$ cat config.mk
export PLATFORM = sky130hd
export DESIGN_NAME = debounced_keys_led_mode_control
export DESIGN_NICKNAME = d
export VERILOG_FILES = /design/src/hw/rtl/dklm_pkg.sv /design/src/hw/rtl/dklm_debounce.sv /design/src/hw/rtl/dklm_led_ctrl.sv /design/src/hw/rtl/debounced_keys_led_mode_control.sv
export SDC_FILE = /design/constraint.sdc
export NUM_CORES = 1
export LEC_CHECK = 0
export BUFFER_PORTS_ARGS = -buffer_cell sky130_fd_sc_hd__buf_4
export CAP_MARGIN = 25
export CORE_MARGIN = 3
export CORE_UTILIZATION = 55
export CTS_BUF_LIST = sky130_fd_sc_hd__clkbuf_8
export DETAILED_ROUTE_END_ITERATION = 6
export GPL_ROUTABILITY_DRIVEN = 0
export GPL_TIMING_DRIVEN = 1
export PLACE_DENSITY = 0.77
export SLEW_MARGIN = 40
export SYNTH_ARGS = -nofsm -noshare
export SYNTH_HDL_FRONTEND = slang
export SYNTH_HIERARCHICAL = 1
export SYNTH_SLANG_ARGS = --single-unit
$ cat constraint.sdc
create_clock -name clk -period 16.9 [get_ports clk]
set_input_delay 5.07 -clock clk [delete_from_list [all_inputs] [get_ports clk]]
set_output_delay 5.07 -clock clk [all_outputs]
set_load 0.05 [all_outputs]
$ cat src/hw/rtl/dklm_pkg.sv
package dklm_pkg;

  // key count on the input, key 0 is the raw override key
  localparam int NUM_KEYS = 5;
  localparam int DEB_KEYS = NUM_KEYS - 1;

  localparam int DEB_W   = 16;
  localparam int TIMED_W = 24;
  localparam int BLINK_W = 16;
  localparam int ADDR_W  = 4;
  localparam int DATA_W  = 32;

  // register indexes (paddr[3:2])
  localparam logic [1:0] REG_DEBOUNCE = 2'd0;
  localparam logic [1:0] REG_TIMED    = 2'd1;
  localparam logic [1:0] REG_BLINK    = 2'd2;

  // press event bit positions (key n sits at bit n-1)
  localparam int EV_ON    = 0;
  localparam int EV_OFF   = 1;
  localparam int EV_TIMED = 2;
  localparam int EV_BLINK = 3;

  localparam logic [DEB_W-1:0]   DEB_RESET   = 16'd20;
  localparam logic [TIMED_W-1:0] TIMED_RESET = 24'd3000;
  localparam logic [BLINK_W-1:0] BLINK_RESET = 16'd1000;

  typedef enum logic [1:0] {
    MODE_OFF   = 2'd0,
    MODE_ON    = 2'd1,
    MODE_TIMED = 2'd2,
    MODE_BLINK = 2'd3
  } mode_t;

  // configuration limits shared by the datapath modules
  typedef struct packed {
    logic [DEB_W-1:0]   debounce_limit;
    logic [TIMED_W-1:0] timed_on_limit;
    logic [BLINK_W-1:0] blink_limit;
  } cfg_t;

  // led controller result for one tick
  typedef struct packed {
    logic  led;
    mode_t mode;
  } led_res_t;

endpackage

$ cat src/hw/rtl/dklm_debounce.sv
module dklm_debounce (
  input  logic                              clk,
  input  logic                              rst,
  input  logic                              advance,
  input  logic [dklm_pkg::DEB_KEYS-1:0]     key_levels,
  input  logic [dklm_pkg::DEB_W-1:0]        debounce_limit,
  output logic [dklm_pkg::DEB_KEYS-1:0]     events
);

  logic [dklm_pkg::DEB_KEYS-1:0] raw_last;
  logic [dklm_pkg::DEB_KEYS-1:0] raw_last_next;
  logic [dklm_pkg::DEB_KEYS-1:0] debounced_level;
  logic [dklm_pkg::DEB_KEYS-1:0] debounced_level_next;
  logic [dklm_pkg::DEB_KEYS-1:0] press_reported;
  logic [dklm_pkg::DEB_KEYS-1:0] press_reported_next;
  logic [dklm_pkg::DEB_W-1:0]    stable_count      [dklm_pkg::DEB_KEYS];
  logic [dklm_pkg::DEB_W-1:0]    stable_count_next [dklm_pkg::DEB_KEYS];

  // per-key lanes: restart on change, saturating count, accept after limit
  always_comb begin
    for (int k = 0; k < dklm_pkg::DEB_KEYS; k++) begin
      raw_last_next[k]        = raw_last[k];
      stable_count_next[k]    = stable_count[k];
      debounced_level_next[k] = debounced_level[k];
      press_reported_next[k]  = press_reported[k];
      events[k]               = 1'b0;
      if (!key_levels[k] != raw_last[k]) begin
        raw_last_next[k]     = !key_levels[k];
        stable_count_next[k] = '0;
      end else if (stable_count[k] != '1) begin
        stable_count_next[k] = stable_count[k] + 1'b1;
      end
      if (stable_count_next[k] > debounce_limit) begin
        debounced_level_next[k] = !key_levels[k];
      end
      if (debounced_level_next[k] && !press_reported[k]) begin
        press_reported_next[k] = 1'b1;
        events[k]              = 1'b1;
      end else if (!debounced_level_next[k]) begin
        press_reported_next[k] = 1'b0;
      end
    end
  end

  // lane state, updated once per transaction
  always_ff @(posedge clk) begin
    if (rst) begin
      raw_last        <= '0;
      debounced_level <= '0;
      press_reported  <= '0;
      for (int k = 0; k < dklm_pkg::DEB_KEYS; k++) begin
        stable_count[k] <= '0;
      end
    end else if (advance) begin
      raw_last        <= raw_last_next;
      debounced_level <= debounced_level_next;
      press_reported  <= press_reported_next;
      for (int k = 0; k < dklm_pkg::DEB_KEYS; k++) begin
        stable_count[k] <= stable_count_next[k];
      end
    end
  end

endmodule

$ cat src/hw/rtl/dklm_led_ctrl.sv
module dklm_led_ctrl (
  input  logic                          clk,
  input  logic                          rst,
  input  logic                          advance,
  input  logic [dklm_pkg::DEB_KEYS-1:0] events,
  input  logic                          key0_level,
  input  dklm_pkg::cfg_t                cfg,
  output dklm_pkg::led_res_t            res
);

  dklm_pkg::mode_t                mode_state;
  dklm_pkg::mode_t                mode_state_next;
  logic [dklm_pkg::TIMED_W-1:0]   mode_count;
  logic [dklm_pkg::TIMED_W-1:0]   mode_count_next;
  logic                           led_state;
  logic                           led_state_next;

  // mode selection, key0 override, then timer expiry
  always_comb begin
    mode_state_next = mode_state;
    led_state_next  = led_state;
    mode_count_next = (mode_count != '1) ? mode_count + 1'b1 : mode_count;

    if (events[dklm_pkg::EV_ON]) begin
      mode_state_next = dklm_pkg::MODE_ON;
      led_state_next  = 1'b1;
    end
    if (events[dklm_pkg::EV_OFF]) begin
      mode_state_next = dklm_pkg::MODE_OFF;
      led_state_next  = 1'b0;
    end
    if (events[dklm_pkg::EV_TIMED]) begin
      mode_state_next = dklm_pkg::MODE_TIMED;
      mode_count_next = '0;
      led_state_next  = 1'b1;
    end
    if (events[dklm_pkg::EV_BLINK]) begin
      mode_state_next = dklm_pkg::MODE_BLINK;
      mode_count_next = '0;
      led_state_next  = 1'b1;
    end

    if (!key0_level) begin
      led_state_next = 1'b1;
    end else if (mode_state_next == dklm_pkg::MODE_OFF) begin
      led_state_next = 1'b0;
    end

    case (mode_state_next)
      dklm_pkg::MODE_TIMED: begin
        if (mode_count_next >= cfg.timed_on_limit) begin
          mode_state_next = dklm_pkg::MODE_OFF;
          led_state_next  = 1'b0;
        end
      end
      dklm_pkg::MODE_BLINK: begin
        if (mode_count_next >= {{(dklm_pkg::TIMED_W-dklm_pkg::BLINK_W){1'b0}},
                                cfg.blink_limit}) begin
          led_state_next  = !led_state_next;
          mode_count_next = '0;
        end
      end
      default: begin
      end
    endcase
  end

  assign res.led  = led_state_next;
  assign res.mode = mode_state_next;

  // mode state
  always_ff @(posedge clk) begin
    if (rst) begin
      mode_state <= dklm_pkg::MODE_OFF;
      mode_count <= '0;
      led_state  <= 1'b0;
    end else if (advance) begin
      mode_state <= mode_state_next;
      mode_count <= mode_count_next;
      led_state  <= led_state_next;
    end
  end

endmodule

$ cat src/hw/rtl/debounced_keys_led_mode_control.sv
// Debounced key and LED mode controller. Each input transaction is one
// millisecond tick carrying the five raw active-low key levels; each tick
// gives exactly one result transaction with the LED drive, the LED mode and
// the press events of keys 1-4. One tick is accepted every clock cycle
// while the result register can drain; a tick goes through an input register,
// then the debounce lanes and mode logic, and lands in the result register, so
// with the output free its result is offered from the clock edge right after
// the one that accepts it. The block keeps accepting while a result waits,
// until both the input and result registers are full. Limits are set
// through the APB registers at 0x0 (debounce), 0x4 (timed-on) and 0x8
// (blink interval) and should be changed only while no tick is in flight.
module debounced_keys_led_mode_control (
  input  logic                              clk,
  input  logic                              rst,
  // tick input
  input  logic                              in_valid,
  output logic                              in_stall,
  input  logic [dklm_pkg::NUM_KEYS-1:0]     key_levels,
  // result output
  output logic                              out_valid,
  input  logic                              out_stall,
  output logic                              led_level,
  output logic [1:0]                        led_mode_now,
  output logic [dklm_pkg::DEB_KEYS-1:0]     press_events,
  // configuration
  input  logic                              psel,
  input  logic                              penable,
  input  logic                              pwrite,
  input  logic [dklm_pkg::ADDR_W-1:0]       paddr,
  input  logic [dklm_pkg::DATA_W-1:0]       pwdata,
  output logic [dklm_pkg::DATA_W-1:0]       prdata,
  output logic                              pready
);

  dklm_pkg::cfg_t                 cfg;
  logic                           cfg_wr;
  logic                           s1_valid;
  logic [dklm_pkg::NUM_KEYS-1:0]  s1_key_levels;
  logic                           res_load;
  logic                           in_take;
  logic [dklm_pkg::DEB_KEYS-1:0]  events;
  dklm_pkg::led_res_t             led_res;

  // configuration registers
  assign pready = 1'b1;
  assign cfg_wr = psel && penable && pwrite;

  always_ff @(posedge clk) begin
    if (rst) begin
      cfg.debounce_limit <= dklm_pkg::DEB_RESET;
      cfg.timed_on_limit <= dklm_pkg::TIMED_RESET;
      cfg.blink_limit    <= dklm_pkg::BLINK_RESET;
    end else if (cfg_wr) begin
      case (paddr[3:2])
        dklm_pkg::REG_DEBOUNCE: cfg.debounce_limit <= pwdata[dklm_pkg::DEB_W-1:0];
        dklm_pkg::REG_TIMED:    cfg.timed_on_limit <= pwdata[dklm_pkg::TIMED_W-1:0];
        dklm_pkg::REG_BLINK:    cfg.blink_limit    <= pwdata[dklm_pkg::BLINK_W-1:0];
        default: begin
        end
      endcase
    end
  end

  always_comb begin
    case (paddr[3:2])
      dklm_pkg::REG_DEBOUNCE:
        prdata = {{(dklm_pkg::DATA_W-dklm_pkg::DEB_W){1'b0}}, cfg.debounce_limit};
      dklm_pkg::REG_TIMED:
        prdata = {{(dklm_pkg::DATA_W-dklm_pkg::TIMED_W){1'b0}}, cfg.timed_on_limit};
      dklm_pkg::REG_BLINK:
        prdata = {{(dklm_pkg::DATA_W-dklm_pkg::BLINK_W){1'b0}}, cfg.blink_limit};
      default:
        prdata = '0;
    endcase
  end

  // flow control: result register loads when empty or being drained
  assign res_load = s1_valid && (!out_valid || !out_stall);
  assign in_stall = s1_valid && !res_load;
  assign in_take  = in_valid && !in_stall;

  // input register
  always_ff @(posedge clk) begin
    if (rst) begin
      s1_valid <= 1'b0;
    end else if (in_take) begin
      s1_valid <= 1'b1;
    end else if (res_load) begin
      s1_valid <= 1'b0;
    end
  end

  always_ff @(posedge clk) begin
    if (in_take) begin
      s1_key_levels <= key_levels;
    end
  end

  // debounce lanes for keys 1-4
  dklm_debounce u_debounce (
    .clk            (clk),
    .rst            (rst),
    .advance        (res_load),
    .key_levels     (s1_key_levels[dklm_pkg::NUM_KEYS-1:1]),
    .debounce_limit (cfg.debounce_limit),
    .events         (events)
  );

  // led mode and timers
  dklm_led_ctrl u_led_ctrl (
    .clk        (clk),
    .rst        (rst),
    .advance    (res_load),
    .events     (events),
    .key0_level (s1_key_levels[0]),
    .cfg        (cfg),
    .res        (led_res)
  );

  // result register
  always_ff @(posedge clk) begin
    if (rst) begin
      out_valid <= 1'b0;
    end else if (res_load) begin
      out_valid <= 1'b1;
    end else if (!out_stall) begin
      out_valid <= 1'b0;
    end
  end

  always_ff @(posedge clk) begin
    if (res_load) begin
      led_level    <= led_res.led;
      led_mode_now <= led_res.mode;
      press_events <= events;
    end
  end

`ifndef SYNTH
  // led lit in off mode only through the key0 override
  assert property (@(posedge clk) disable iff (rst)
    (res_load && led_res.mode == dklm_pkg::MODE_OFF && led_res.led) |-> !s1_key_levels[0])
    else $error("led lit in off mode without key0 held");

  // a key4 press always leaves blink mode selected
  assert property (@(posedge clk) disable iff (rst)
    (out_valid && press_events[dklm_pkg::EV_BLINK]) |->
      (led_mode_now == dklm_pkg::MODE_BLINK))
    else $error("key4 press did not select blink mode");

  // a tick waiting in the input register is not dropped
  assert property (@(posedge clk) disable iff (rst)
    (s1_valid && !res_load) |=> (s1_valid && $stable(s1_key_levels)))
    else $error("pending tick lost from input register");
`endif

endmodule

Yosys cells after proc, flatten, opt, wreduce, memory -nomap -nowiden:

Memory sizes are Yosys's and may differ from the RTL's.
Cells that the tools add are included.
W data, S select, Z words.

* register bits: 109
* memory bits (writable): 64
* memories kept: 1
* output and inout port bits: 42

Memory list
* u_debounce.stable_count: depth 4, width 16, rd ports 4, clocked after Yosys merged registers in 0, wr ports 4, RTL line dklm_debounce.sv:16 `logic [dklm_pkg::DEB_W-1:0] stable_count [dklm_pkg::DEB_KEYS];`

* $lt $le $gt $ge: 6
* bitwise logic cells: 4
* eq/ne operators: 18
* add/sub/neg operators: 5
* multiplexer cells: 58
* reductions and logical operators: 37

Operators by type and width (count)
* $mux W16: 12
* $mux W24: 5
* $pmux W24 S3: 1
* $add A16 B1 Y16 const B: 4
* $gt A16 B16 Y1: 4
* $ne A16 B16 Y1 const B: 4
* $mux W1: 33
* $add A24 B1 Y24 const B: 1
* $ge A24 B16 Y1: 1
* $ge A24 B24 Y1: 1
* $ne A24 B24 Y1 const B: 1
* $reduce_and A2 Y1: 11
* $logic_not A1 Y1: 13
* $mux W2: 6
* $logic_and A1 B1 Y1: 9
* $ne A2 B2 Y1 const B: 4
* $eq A2 B2 Y1 const B: 3
* $logic_not A2 Y1: 2
* $ne A1 B1 Y1: 4
* $or A1 B1 Y1: 4
* $eq A2 B1 Y1 const B: 1
* $ne A2 B1 Y1 const B: 1
* $pmux W1 S2: 1
* $reduce_bool A2 Y1: 1
* $logic_or A1 B1 Y1: 1

Logic depth before layout (Yosys ltp):

An unclocked memory read counts as a cell.

* depth in word-level cells: 18
* depth in mapped cells: 29
* gate-level depth less buffers: 25

By module:

The synthesis kept the hierarchy.

Modules (own cells, without submodules)
* dklm_debounce: cells each 651, times used 1, area an instance 5826.8 sq um
* debounced_keys_led_mode_control: cells each 318, times used 1, area an instance 3308.2 sq um
* dklm_led_ctrl: cells each 338, times used 1, area an instance 2681.3 sq um

Worst setup path after synthesis:

Ideal clock, no wire load.

* path type: in2out
* start point: in paddr[2] (netlist bit)
* end point: out prdata[0] (netlist bit)
* data arrival time: 6.634 ns
* buffers on the path: 2
* stages on the path: 4
* path slack: 5.196 ns
* required time: 11.830 ns
* path through: buf_4 > buf_4 > mux2i_1 > o21ai_0

* longest elaborated chain between the ends: 2

RTL lines
* start, declared: RTL line debounced_keys_led_mode_control.sv:29 `input logic [dklm_pkg::ADDR_W-1:0] paddr,`
* $eq A2 B2 Y1 (tied with other cells): RTL line debounced_keys_led_mode_control.sv:65 `case (paddr[3:2])`
* $pmux W24 S3 *: RTL line debounced_keys_led_mode_control.sv:65
* end, declared: RTL line debounced_keys_led_mode_control.sv:31 `output logic [dklm_pkg::DATA_W-1:0] prdata,`

Every way passes the cells marked *; elsewhere a longest branch is shown, timed or not.

Final worst setup path:

* start point: in paddr[3] (netlist bit)
* end point: out prdata[2] (netlist bit)

The elaborated chain is that of the path after synthesis.

==> flow_metrics.tcl <==
set metrics [dict create \
    hp-class "reg2reg" \
    max_slew_margin_pct 50.9 \
    die_area_um2 23300 \
    worstHoldPathCells 2 \
    cp-start-kind "primary input" \
    synth_edf_count 76 \
    cp_max_fo 22 \
    cts_resized 0 \
    fill_cells 1778 \
    worst_slack_ns 5.31 \
    first_global_vias 9262 \
    n_antenna_cell 0 \
    clk_latency_ns 0.48 \
    die_w_um 153 \
    postCtsHoldBufs 0 \
    clockBufferDepth 2 \
    fin_crit_sh_pct 68.6 \
    layout_common_cells "194 x nor2_1, 109 x ha_1, 97 x dfxtp_1" \
    dr.pass1.iters 5 \
    grt_max_degree 108 \
    slew_violations 0 \
    clk_pin_slew_ns 0.10 \
    ys_top_cells_by_area "edfxtp_1 19%, dfxtp_1 16%, ha_1 12%" \
    yosysTopAreaCellShare_pct 19.3 \
    avgRoutedWirePerCell_um 17.4 \
    antenna_found_initial 0 \
    wirelength_mm 28.5 \
    ff2ff_path_depth 24 \
    crit_required_ns 11.83 \
    worst_pin_slew_ns 0.737 \
    switchingPower_uw 295 \
    dominantRegCellSynth "dfxtp_1" \
    start_util_pct 57.1 \
    power.leakage_uw 0.00530 \
    syn_avg_cell_area_um2 9.04 \
    cts_num_sinks 173 \
    fmax_mhz 86.3 \
    yosys_warnings 6 \
    first_iter_violations 665 \
    layout.cells.most_common "nor2_1" \
    die_height_um 153 \
    synth-seq-cells 173 \
    p_sw_share_pct 30.2 \
    viasPerCell 5.93 \
    cap_violations 0 \
    power_per_cell_area_nw_per_um2 76.0 \
    p_comb_share_pct 17.9 \
    areaGrowthSynthToFinish_pct 8.84 \
    rows 52 \
    seq_area_frac_synth_pct 35.7 \
    cts_setup_buffers 0 \
    period_minus_slack_ns 11.59 \
    worstSetupPathType "in2out" \
    cts-root-buf "clkbuf_8" \
    synthArstFlopShare_pct 0 \
    numCtsBuffers 17 \
    grt_overflow 0 \
    drcViolationCount 0 \
    synthCells 1307 \
    core_area_um2 20700 \
    rsz0062_at_grt "false" \
    fin_tns_setup_ns 0 \
    cts_tree "done" \
    drtAntennaViolNets 0 \
    ios 90 \
    p_int_uw 682 \
    port-buffer-count 70 \
    place_ws_ns 5.34 \
    clock_skew_ns 0.0123 \
    cp.arrival_ns 6.52 \
    fin_nets 1508 \
    syn_area_um2 11800 \
    drive_gt1_share_pct 11.4 \
    synthDistinctLibCells 69 \
    ctsHtreeMaxLevel 4 \
    setup_viol 0 \
    end_kind "output port" \
    hpwl_mm 20.8 \
    status "completed" \
    via_count 9690 \
    hold_viol_final 0 \
    grt_pass1_wl_mm 46.3 \
    ir_worst_vdd_uv 49.6 \
    p_clk_share_pct 34.0 \
    yosysTopAreaCell "edfxtp_1" \
    p_seq_share_pct 48.1 \
    track_usage_pct 24.2 \
]
[worst paths after layout]
kind,slack (ns),startpoint,end
setup / recovery,5.31,paddr[3],prdata[2]
hold / removal,0.47,u_debounce/press_reported[1]$_SDFFE_PP0P_,u_debounce/press_reported[1]$_SDFFE_PP0P_
setup reg to reg,9.79,u_debounce/stable_count[3][0]$_SDFFCE_PN0P_,led_level$_DFFE_PP_
hold reg to reg,0.47,u_debounce/press_reported[1]$_SDFFE_PP0P_,u_debounce/press_reported[1]$_SDFFE_PP0P_
[flip-flops by register name (all words and copies together) (netlist names)]
name and count:
u_led_ctrl/led_state 1, u_debounce/raw_last 4, cfg 56, u_debounce/stable_count 64, out_valid 1, u_led_ctrl/mode_state 2, led_mode_now 2, u_debounce/press_reported 4
press_events 4, u_debounce/debounced_level 4, s1_key_levels 5, u_led_ctrl/mode_count 24, s1_valid 1, led_level 1
[worst max-delay path, cell delays in order]
cell and delay [ns]:
buf_4 0.25, nor2b_1 0.38, buf_4 0.30, nand2_1 0.08, o21ai_0 0.16, buf_4 0.28
[stage by stage]
stage	instance area [µm²]	utilization, %	total power (µW)	instances	hold WS, ns
final	12900	62.2	977	1634	0.469
after global routing	12900	62.2	1020	1634	0.493
after CTS	12900	62.1	980	1634	0.470
after detailed placement	12400	60.0	651	1602	0.446
after global placement	12400	59.9	646	1602	0.436
after floorplan	11800	-	604	1314	0.426
[Yosys cell counts, drive strengths merged (20+ instances only)]
cell,number
mux2i,88
a22o,22
clkbuf,29
nand4,44
nor3,27
xor2,33
ha,109
nand2,65
nand3,43
nor2,194
and2,20
o21ai,57
xnor2,31
buf,32
a21oi,53
dfxtp,97
edfxtp,76
nand2b,59
inv,72
[final cells by class]
type / instances / area [µm²] / share of cell area, %
clock inverters: 15 / 213 / 1.65
well taps: 270 / 338 / 2.63
multi-input cells: 1008 / 6980 / 54.3
clock buffers: 17 / 234 / 1.82
inverters: 72 / 270 / 2.10
flip-flops and latches: 173 / 4220 / 32.8
repair buffers: 79 / 601 / 4.67
[power groups by stage]
stage / Clock (µW) / Sequential [µW] / Combinational (µW)
after detailed placement: 0 / 479 / 172
final: 332 / 470 / 175
after CTS: 337 / 470 / 173
after global placement: 0 / 478 / 167
after global routing: 358 / 473 / 192
after floorplan: 0 / 483 / 121
[kinds of logic (layout without fill, tap and decap cells)]
group                      Yosys count  in the layout  synth area share, %
xor gates and xnor gates            64             64                 4.74
and+or+nand+nor                    552            552                 24.7
adders and majority gates          109            109                 11.5
buffers and inverters              133            183                 5.56
muxes                               88             88                 7.45
other                                2              9               0.0636
DFF                                173            173                 35.7
AOI/OAI and AO/OA                  186            186                 10.2
[metal layers]
metal	vias to the layer above	global-route usage (%)	part of all wire, %
met5	-	0	0
met4	0	7.89	2.7
met3	55	4.57	5.4
met2	316	39.7	47
met1	4599	32.3	45
li1	4720	-	-
(Power assumes the default switching activity.)
